[src/rtl/spsf_pkg.sv]
`timescale 1ns / 1ps
// Shared types and codes for the soft power switch controller.
// No dependencies.
package spsf_pkg;

	localparam int unsigned TICK_W = 16;

	typedef enum logic [2:0] {
		MODE_STARTUP   = 3'd0,
		MODE_IDLE      = 3'd1,
		MODE_WAITSLEEP = 3'd2,
		MODE_SLEEP     = 3'd3,
		MODE_WAITON    = 3'd4,
		MODE_ON        = 3'd5,
		MODE_WAITOFF   = 3'd6
	} mode_t;

	typedef enum logic [1:0] {
		EV_NONE    = 2'd0,
		EV_SHORT   = 2'd1,
		EV_LONG    = 2'd2,
		EV_RELEASE = 2'd3
	} button_ev_t;

	typedef enum logic [2:0] {
		TONE_NONE     = 3'd0,
		TONE_STOP     = 3'd1,
		TONE_SLEEP    = 3'd2,
		TONE_WAITON   = 3'd3,
		TONE_WAITOFF  = 3'd4
	} tone_cmd_t;

	localparam logic [TICK_W-1:0] IDLE_TIMEOUT_RST = 16'd5000;

	typedef struct packed {
		logic [1:0] button_event;
		logic       tone_busy;
	} in_item_t;

	typedef struct packed {
		logic [2:0] mode;
		logic       led_on;
		logic       load_on;
		logic [2:0] tone_command;
		logic       mode_changed;
	} out_item_t;

endpackage

[src/rtl/spsf_fsm.sv]
`timescale 1ns / 1ps
// Mode state machine, tick counter and LED/load levels; one step per tick beat.
// Depends on spsf_pkg.
module spsf_fsm (
	input  logic                        clk,
	input  logic                        arst_n,
	input  logic                        step,
	input  spsf_pkg::in_item_t          item,
	input  logic [spsf_pkg::TICK_W-1:0] timeout,
	output spsf_pkg::out_item_t         result
);

	spsf_pkg::mode_t             mode_q, mode_d;
	logic [spsf_pkg::TICK_W-1:0] ticks_q, ticks_inc;
	logic                        led_q, load_q, led_d, load_d;
	logic                        changed;
	spsf_pkg::tone_cmd_t         tone;
	spsf_pkg::button_ev_t        ev;

	assign ev        = spsf_pkg::button_ev_t'(item.button_event);
	// Saturate the counter at its top value.
	assign ticks_inc = (ticks_q == '1) ? ticks_q : ticks_q + 1'b1;

	always_comb begin
		mode_d = mode_q;
		unique case (mode_q)
			spsf_pkg::MODE_IDLE: begin
				if (ticks_inc > timeout)
					mode_d = spsf_pkg::MODE_WAITSLEEP;
				else if (ev == spsf_pkg::EV_SHORT)
					mode_d = spsf_pkg::MODE_WAITON;
			end
			spsf_pkg::MODE_WAITSLEEP: begin
				if (!item.tone_busy) mode_d = spsf_pkg::MODE_SLEEP;
			end
			spsf_pkg::MODE_SLEEP: begin
				if (ev == spsf_pkg::EV_SHORT) mode_d = spsf_pkg::MODE_WAITON;
			end
			spsf_pkg::MODE_WAITON: begin
				if (ev == spsf_pkg::EV_LONG)
					mode_d = spsf_pkg::MODE_ON;
				else if (ev == spsf_pkg::EV_RELEASE)
					mode_d = spsf_pkg::MODE_IDLE;
			end
			spsf_pkg::MODE_ON: begin
				if (ev == spsf_pkg::EV_SHORT) mode_d = spsf_pkg::MODE_WAITOFF;
			end
			spsf_pkg::MODE_WAITOFF: begin
				if (ev == spsf_pkg::EV_LONG)
					mode_d = spsf_pkg::MODE_IDLE;
				else if (ev == spsf_pkg::EV_RELEASE)
					mode_d = spsf_pkg::MODE_ON;
			end
			default: begin
				// startup, and the unused code behaves the same
				if (!item.tone_busy) mode_d = spsf_pkg::MODE_IDLE;
			end
		endcase
	end

	assign changed = (mode_d != mode_q);

	// Entry actions on a state change
	always_comb begin
		tone   = spsf_pkg::TONE_NONE;
		led_d  = led_q;
		load_d = load_q;
		if (changed) begin
			unique case (mode_d)
				spsf_pkg::MODE_IDLE: begin
					tone = spsf_pkg::TONE_STOP; led_d = 1'b1; load_d = 1'b0;
				end
				spsf_pkg::MODE_WAITSLEEP: begin
					tone = spsf_pkg::TONE_SLEEP; led_d = 1'b0;
				end
				spsf_pkg::MODE_SLEEP: begin
					led_d = 1'b0;
				end
				spsf_pkg::MODE_WAITON: begin
					tone = spsf_pkg::TONE_WAITON; led_d = 1'b0;
				end
				spsf_pkg::MODE_ON: begin
					tone = spsf_pkg::TONE_STOP; led_d = 1'b1; load_d = 1'b1;
				end
				spsf_pkg::MODE_WAITOFF: begin
					tone = spsf_pkg::TONE_WAITOFF; led_d = 1'b0;
				end
				default: begin
					load_d = 1'b0;
				end
			endcase
		end
	end

	always_ff @(posedge clk or negedge arst_n) begin
		if (!arst_n) begin
			mode_q  <= spsf_pkg::MODE_STARTUP;
			ticks_q <= '0;
			led_q   <= 1'b0;
			load_q  <= 1'b0;
		end else if (step) begin
			mode_q  <= mode_d;
			ticks_q <= changed ? '0 : ticks_inc;
			led_q   <= led_d;
			load_q  <= load_d;
		end
	end

	assign result.mode         = mode_d;
	assign result.led_on       = led_d;
	assign result.load_on      = load_d;
	assign result.tone_command = tone;
	assign result.mode_changed = changed;

endmodule

[src/rtl/soft_power_switch_fsm_unit.sv]
`timescale 1ns / 1ps
// Top level of the push-button soft power switch controller.
// Depends on spsf_pkg and spsf_fsm.
//
// Usage:
//  - Input channel (in_valid / in_stall / in_data): one beat per system tick,
//    carrying the debounced button event and the tone player's busy flag.
//  - Output channel (out_valid / out_stall / out_data): exactly one beat per
//    input beat, in order: mode, LED and load levels, tone command and a
//    mode-changed flag.
//  - Configuration: cfg_wr_en / cfg_wr_data write the idle timeout in ticks;
//    write it only while no beat is in flight.
//  - Path: a beat accepted into the input register is stepped through the
//    state machine and loaded into the output register once it advances;
//    a stall on the output holds it in the input register until then.
//    The output register holds the result until the receiver takes it.
//  - Throughput: one beat per cycle unless the receiver stalls; the state
//    machine step is a single combinational pass from input to output register.
//  - Reset: mode startup, tick counter zero, LED and load off, timeout 5000,
//    both registers empty.
//  - Receiver stall: the output register holds its beat; the input register
//    still drains into a free output register, and in_stall rises only when
//    both registers are full and the receiver stalls.
module soft_power_switch_fsm_unit (
	input  logic                        clk,
	input  logic                        arst_n,
	input  logic                        in_valid,
	output logic                        in_stall,
	input  spsf_pkg::in_item_t          in_data,
	output logic                        out_valid,
	input  logic                        out_stall,
	output spsf_pkg::out_item_t         out_data,
	input  logic                        cfg_wr_en,
	input  logic [spsf_pkg::TICK_W-1:0] cfg_wr_data
);

	logic                        vld_s1;
	spsf_pkg::in_item_t          item_s1;
	logic                        out_vld_q;
	spsf_pkg::out_item_t         out_q;
	logic [spsf_pkg::TICK_W-1:0] timeout_q;
	logic                        advance;
	spsf_pkg::out_item_t         result;

	// Advance the held beat whenever the output register is free or draining.
	assign advance  = vld_s1 && (!out_vld_q || !out_stall);
	assign in_stall = vld_s1 && !advance;

	always_ff @(posedge clk or negedge arst_n) begin
		if (!arst_n) begin
			timeout_q <= spsf_pkg::IDLE_TIMEOUT_RST;
		end else if (cfg_wr_en) begin
			timeout_q <= cfg_wr_data;
		end
	end

	// Input register: take a new beat or drop to empty when not stalled.
	always_ff @(posedge clk or negedge arst_n) begin
		if (!arst_n) begin
			vld_s1 <= 1'b0;
		end else if (!in_stall) begin
			vld_s1 <= in_valid;
		end
	end

	always_ff @(posedge clk) begin
		if (!in_stall && in_valid) begin
			item_s1 <= in_data;
		end
	end

	spsf_fsm u_fsm (
		.clk     (clk),
		.arst_n  (arst_n),
		.step    (advance),
		.item    (item_s1),
		.timeout (timeout_q),
		.result  (result)
	);

	// Output register: load on advance, hold while stalled.
	always_ff @(posedge clk or negedge arst_n) begin
		if (!arst_n) begin
			out_vld_q <= 1'b0;
		end else if (advance) begin
			out_vld_q <= 1'b1;
		end else if (!out_stall) begin
			out_vld_q <= 1'b0;
		end
	end

	always_ff @(posedge clk) begin
		if (advance) begin
			out_q <= result;
		end
	end

	assign out_valid = out_vld_q;
	assign out_data  = out_q;

endmodule

[config.mk]
export PLATFORM = sky130hd
export DESIGN_NAME = soft_power_switch_fsm_unit
export DESIGN_NICKNAME = d
export VERILOG_FILES = /design/src/rtl/spsf_pkg.sv /design/src/rtl/spsf_fsm.sv /design/src/rtl/soft_power_switch_fsm_unit.sv
export SDC_FILE = /design/constraint.sdc
export NUM_CORES = 1
export LEC_CHECK = 0
export ABC_AREA = 1
export BUFFER_PORTS_ARGS = -buffer_cell sky130_fd_sc_hd__buf_2
export CAP_MARGIN = 40
export CELL_PAD_IN_SITES_DETAIL_PLACEMENT = 1
export CELL_PAD_IN_SITES_GLOBAL_PLACEMENT = 1
export CORE_MARGIN = 10
export CORE_UTILIZATION = 48
export CTS_CLUSTER_SIZE = 10
export DETAILED_ROUTE_END_ITERATION = 8
export PLACE_DENSITY = 0.87
export SKIP_CTS_REPAIR_TIMING = 1
export SYNTH_ARGS = -nofsm -noshare
export SYNTH_HDL_FRONTEND = slang
export SYNTH_HIERARCHICAL = 1
export SYNTH_SLANG_ARGS = --single-unit
[constraint.sdc]
create_clock -name clk -period 8.8 [get_ports clk]
set_input_delay 0.44 -clock clk [delete_from_list [all_inputs] [get_ports clk]]
set_output_delay 0.44 -clock clk [all_outputs]
set_load 0.02 [all_outputs]
==> run summary <==
The number of antenna-violating nets in the routed design came out at 0. The fraction of synthesized area in multiplexers came out at 0%. Entering global routing, the biggest net connects 46 pins. The highest clock rate is 264 MHz.

The power per cell area came out at 229 nW/um^2. The number of nets in the synthesized netlist is 429. The die width came out at between 100 and 150 um. TritonCTS built the clock tree.

The maximum level of the CTS H-tree is 2. The clock edge transition at the registers on the reported setup and hold paths came out at 0.11 ns. In this run, CTS created clock tree buffers numbering 5. The half-perimeter wire length after placement is roughly 6100 um.

The number of filler cells placed in the layout is a little under 800. The die area came out at ~10000 um^2. The met3 routing resource usage after global routing is under 10%. Of the total synthesized cell area, the portion taken by full adders, half adders and majority gates is ~6.6%.

The number of placed cells counting well taps came out at slightly below 500. The first global-routing pass estimated roughly 13000 um of wire. After synthesis, the largest family of logic cells by area is simple AND/OR/NAND/NOR gates.

Of the post-synthesis cell area, the dominant cell type holds a little over a quarter. The critical path class is reg2reg. The repair_antennas step left the layout with diodes totalling 0. The multi-input logic area came out at approximately 1500 um^2. The min-delay analysis places its worst path in the category in2reg. The per-cell routed wire length came out at between 15 and 20 um. Synthesis handed over a netlist of roughly 390 instances.

The final critical delay including setup and external delays is about 3.8 ns. The post-route fraction of the period consumed by the critical path is a little over two fifths. The detailed-route via count came out at between 2000 and 3000. The met2 global-route usage is a little over a quarter. STA classifies the critical path endpoint as a flop. The parity-gate share of the synthesized area counting xor and xnor cells is around 1.9%. STA classifies the critical path startpoint as a flop.

Yosys mapped the design onto 39 distinct sky130hd cell types. The number of port buffers is 34. The global placer's final weighted congestion came out at 0.880. The fraction of the mapped netlist area in simple logic gates is between 20% and 30%. Summed over all layers, the routed wires come to 8170 um. The root cell of the clock tree is sky130_fd_sc_hd__clkbuf_8.

The fraction of the mapped netlist area in compound gates is 12.8%. The design draws about 0.8 mW. The reported leakage power is around 1.8 nW.

The final number of max-transition violations came to 0. The placeable core region is ~6400 um^2. 35 I/O pins were placed.

The sequential-to-total area share from yosys stat came out at about two fifths. Compared with the post-synthesis result, the final layout area differs by 9.60%. Counting flops and latches in the post-synthesis netlist gives between 50 and 60.

The flow ran to the end, and the final reports show no timing, DRC or antenna violations. The worst-case vdd ir drop came out at 0.0000948 V. The ratio of cells with drive above 1 in the final layout came out at 22.9%. The number of global-route vias before repair is 2767. For the pin with the worst max-slew slack, the measured transition is roughly 0.6 ns. The most numerous cell type found on the critical path is sky130_fd_sc_hd__nand2_1. The number of non-filler instances in the completed layout came out at about 500. The initial standard-cell utilization of the core is 50.1%. The buffer levels on the longest clock path came out at 2. The biggest area contributor in the post-synthesis netlist is sky130_fd_sc_hd__dfrtp_1. After global routing, the most crowded layer is met2.

Walking the worst path, the cells encountered are inv_2 -> nor3_4 -> nand2_1 -> nor2_1 -> nand3_1 -> nor2_2 -> a31oi_1 -> a31oi_1 -> ha_1 -> a21oi_1 -> o21ai_0 -> a21oi_1 -> nand2_1 -> nand2_1 -> nand2_1 -> nand2_1 -> nand3_2 -> nand2_1 -> nand2_1 -> clkinv_2 -> nand2_4 -> inv_6 -> nand3_1 -> o21ai_0. Global routing consumed, over all layers together, between 15 and 20% of the routing resources. The global route total overflow is 0.

The top fanout value on the critical path is 14. After detailed routing, the number of vias per cell comes to between 5 and 6. The worst setup skew after layout came out at ~0.015 ns.

The final sum of negative setup slack is 0 ns. Before antenna repair, the detailed router went through 6 iterations. The number of endpoints with negative hold slack in the final report came out at 0. Max-cap violations in this run came to 0. The number of sinks driven by the clock tree is between 50 and 60. In this design, the stage delay of the slowest critical-path cell is about 0.37 ns. The initial antenna violation count is 0.

Yosys printed 6 warnings. The sequential cell area came out at around 1300 um^2. Global routing consumed, on the met1 layer, between 20% and 30% of the routing resources. Data on the critical path is required at its endpoint by 9.02 ns. The area of the mapped netlist came out at 3220 um^2.

In this run the core area contains 29 standard-cell rows. The final number of setup-violating endpoints is 0. The data arrival at the endpoint of the critical path is 4.01 ns. The final-stage net count came out at 460. In the post-synthesis netlist, the biggest area contributors are sky130_fd_sc_hd__dfrtp_1 26%, sky130_fd_sc_hd__edfxtp_1 11%, sky130_fd_sc_hd__nand2_1 10%. The count of routing violations after the opening detailed-route iteration is 102. After synthesis, the mean cell area works out to 8.30 um^2. The largest individual stage delay along the critical path comes from the cell sky130_fd_sc_hd__dfrtp_1. The die boundary height is ~100 um. The DRC violations left is 0. The insertion delay of the later-clocked pin in the worst-skew pair is 0.32 ns.

Measured against its own limit, the worst slew margin works out to 60.7%. Setup repair after global routing left no endpoint under its margin.
==> per-stage QoR <==
stage,hold slack [ns],setup slack [ns],area (um^2),utilization [%]
finish,0.296,5.01,3530,55.0
global placement,0.456,5.22,3390,52.9
floorplan,0.144,5.66,3220,-
global route,0.282,4.64,3530,55.0
CTS,-0.0102,5.04,3520,54.8
detailed placement,0.338,5.10,3410,53.2
==> power breakdown <==
part / switching (mW) / internal (mW)
clock: 0.0855 / 0.0736
sequential: 0.0299 / 0.291
combinational: 0.229 / 0.0973
==> registers in the layout, summed over array words and instances, names as in the netlist <==
register	count
item_s1	3
out_data	9
out_valid	1
timeout_q	16
u_fsm/led_q	1
u_fsm/load_q	1
u_fsm/mode_q	3
u_fsm/ticks_q	16
vld_s1	1
==> worst max-delay path, delay by kind of cell (launching register included) <==
kind / cells / cell delay [ns]
adders and majority gates: 1 / 0.31
buffers and inverters: 3 / 0.31
DFF: 1 / 0.37
AOI/OAI and AO/OA: 6 / 0.95
and+or+nand+nor: 14 / 1.73
==> cell type report <==
| cell class | instances | area share, % |
|---|---|---|
| clock buffer | 7 | 2.76 |
| clock inverter | 1 | 0.213 |
| inverter | 75 | 8.29 |
| multi-input combinational | 249 | 42.1 |
| sequential | 51 | 38.0 |
| tap | 77 | 2.73 |
| timing repair buffer | 37 | 5.88 |
==> cell usage in the layout (no fill, tap or decap), types with 2 or more instances in the layout <==
| cell | n |
|---|---|
| sky130_fd_sc_hd__nor3_2 | 3 |
| sky130_fd_sc_hd__nand3_1 | 16 |
| sky130_fd_sc_hd__nand4_1 | 5 |
| sky130_fd_sc_hd__a21oi_1 | 12 |
| sky130_fd_sc_hd__a31oi_1 | 2 |
| sky130_fd_sc_hd__edfxtp_1 | 12 |
| sky130_fd_sc_hd__nor2_1 | 18 |
| sky130_fd_sc_hd__inv_6 | 2 |
| sky130_fd_sc_hd__dfrtp_1 | 34 |
| sky130_fd_sc_hd__nor2_2 | 2 |
| sky130_fd_sc_hd__o21ai_0 | 30 |
| sky130_fd_sc_hd__nand2_1 | 88 |
| sky130_fd_sc_hd__dfstp_2 | 5 |
| sky130_fd_sc_hd__buf_2 | 34 |
| sky130_fd_sc_hd__nor3_1 | 9 |
| sky130_fd_sc_hd__o21ai_2 | 14 |
| sky130_fd_sc_hd__ha_1 | 17 |
| sky130_fd_sc_hd__inv_1 | 66 |
| sky130_fd_sc_hd__xor2_1 | 7 |
| sky130_fd_sc_hd__nor3_4 | 2 |
| sky130_fd_sc_hd__inv_2 | 6 |
| sky130_fd_sc_hd__nand3_2 | 11 |
| sky130_fd_sc_hd__clkbuf_8 | 5 |
==> cells by family (layout without fill, tap and decap cells) <==
family / Yosys count / in the layout
fa+ha+maj: 17 / 17
buf+inv: 88 / 120
simple gates: 159 / 159
compound gates: 66 / 66
xor+xnor: 7 / 7
flops: 51 / 51
==> final timing paths <==
kind	slack, ns	depth (start not counted)	to	start
worst max-delay path	5.01	24	u_fsm/ticks_q[4]	u_fsm/ticks_q[2]
worst min-delay path	0.30	1	item_s1[1]	in_data[1]
worst max register to register	5.01	24	u_fsm/ticks_q[4]	u_fsm/ticks_q[2]
worst min register to register	0.47	2	timeout_q[8]	timeout_q[8]
max in group asynchronous	7.75	3	timeout_q[7]	arst_n
min in group asynchronous	0.53	2	timeout_q[13]	arst_n
==> synth_stat cells, drive strengths merged <==
cell type	number
nand2	90
inv	74
o21ai	44
dfrtp	34
nand3	27
nor2	20
ha	17
a21oi	14
nor3	14
edfxtp	12
buf	10
xor2	7
nand4	6
dfstp	5
clkbuf	3
a31oi	2
nor4	2
a211oi	1
a21o	1
a221oi	1
clkinv	1
o2111ai	1
o211ai	1
o31ai	1
==> per-layer routing <==
metal  vias to the layer above  part of all wire, %
li1                       1312                    -
met1                      1290                   47
met2                        41                   49
met3                        13                  3.2
met4                         0                  1.3
met5                         -                    0
Power figures use the tool's default switching activity.
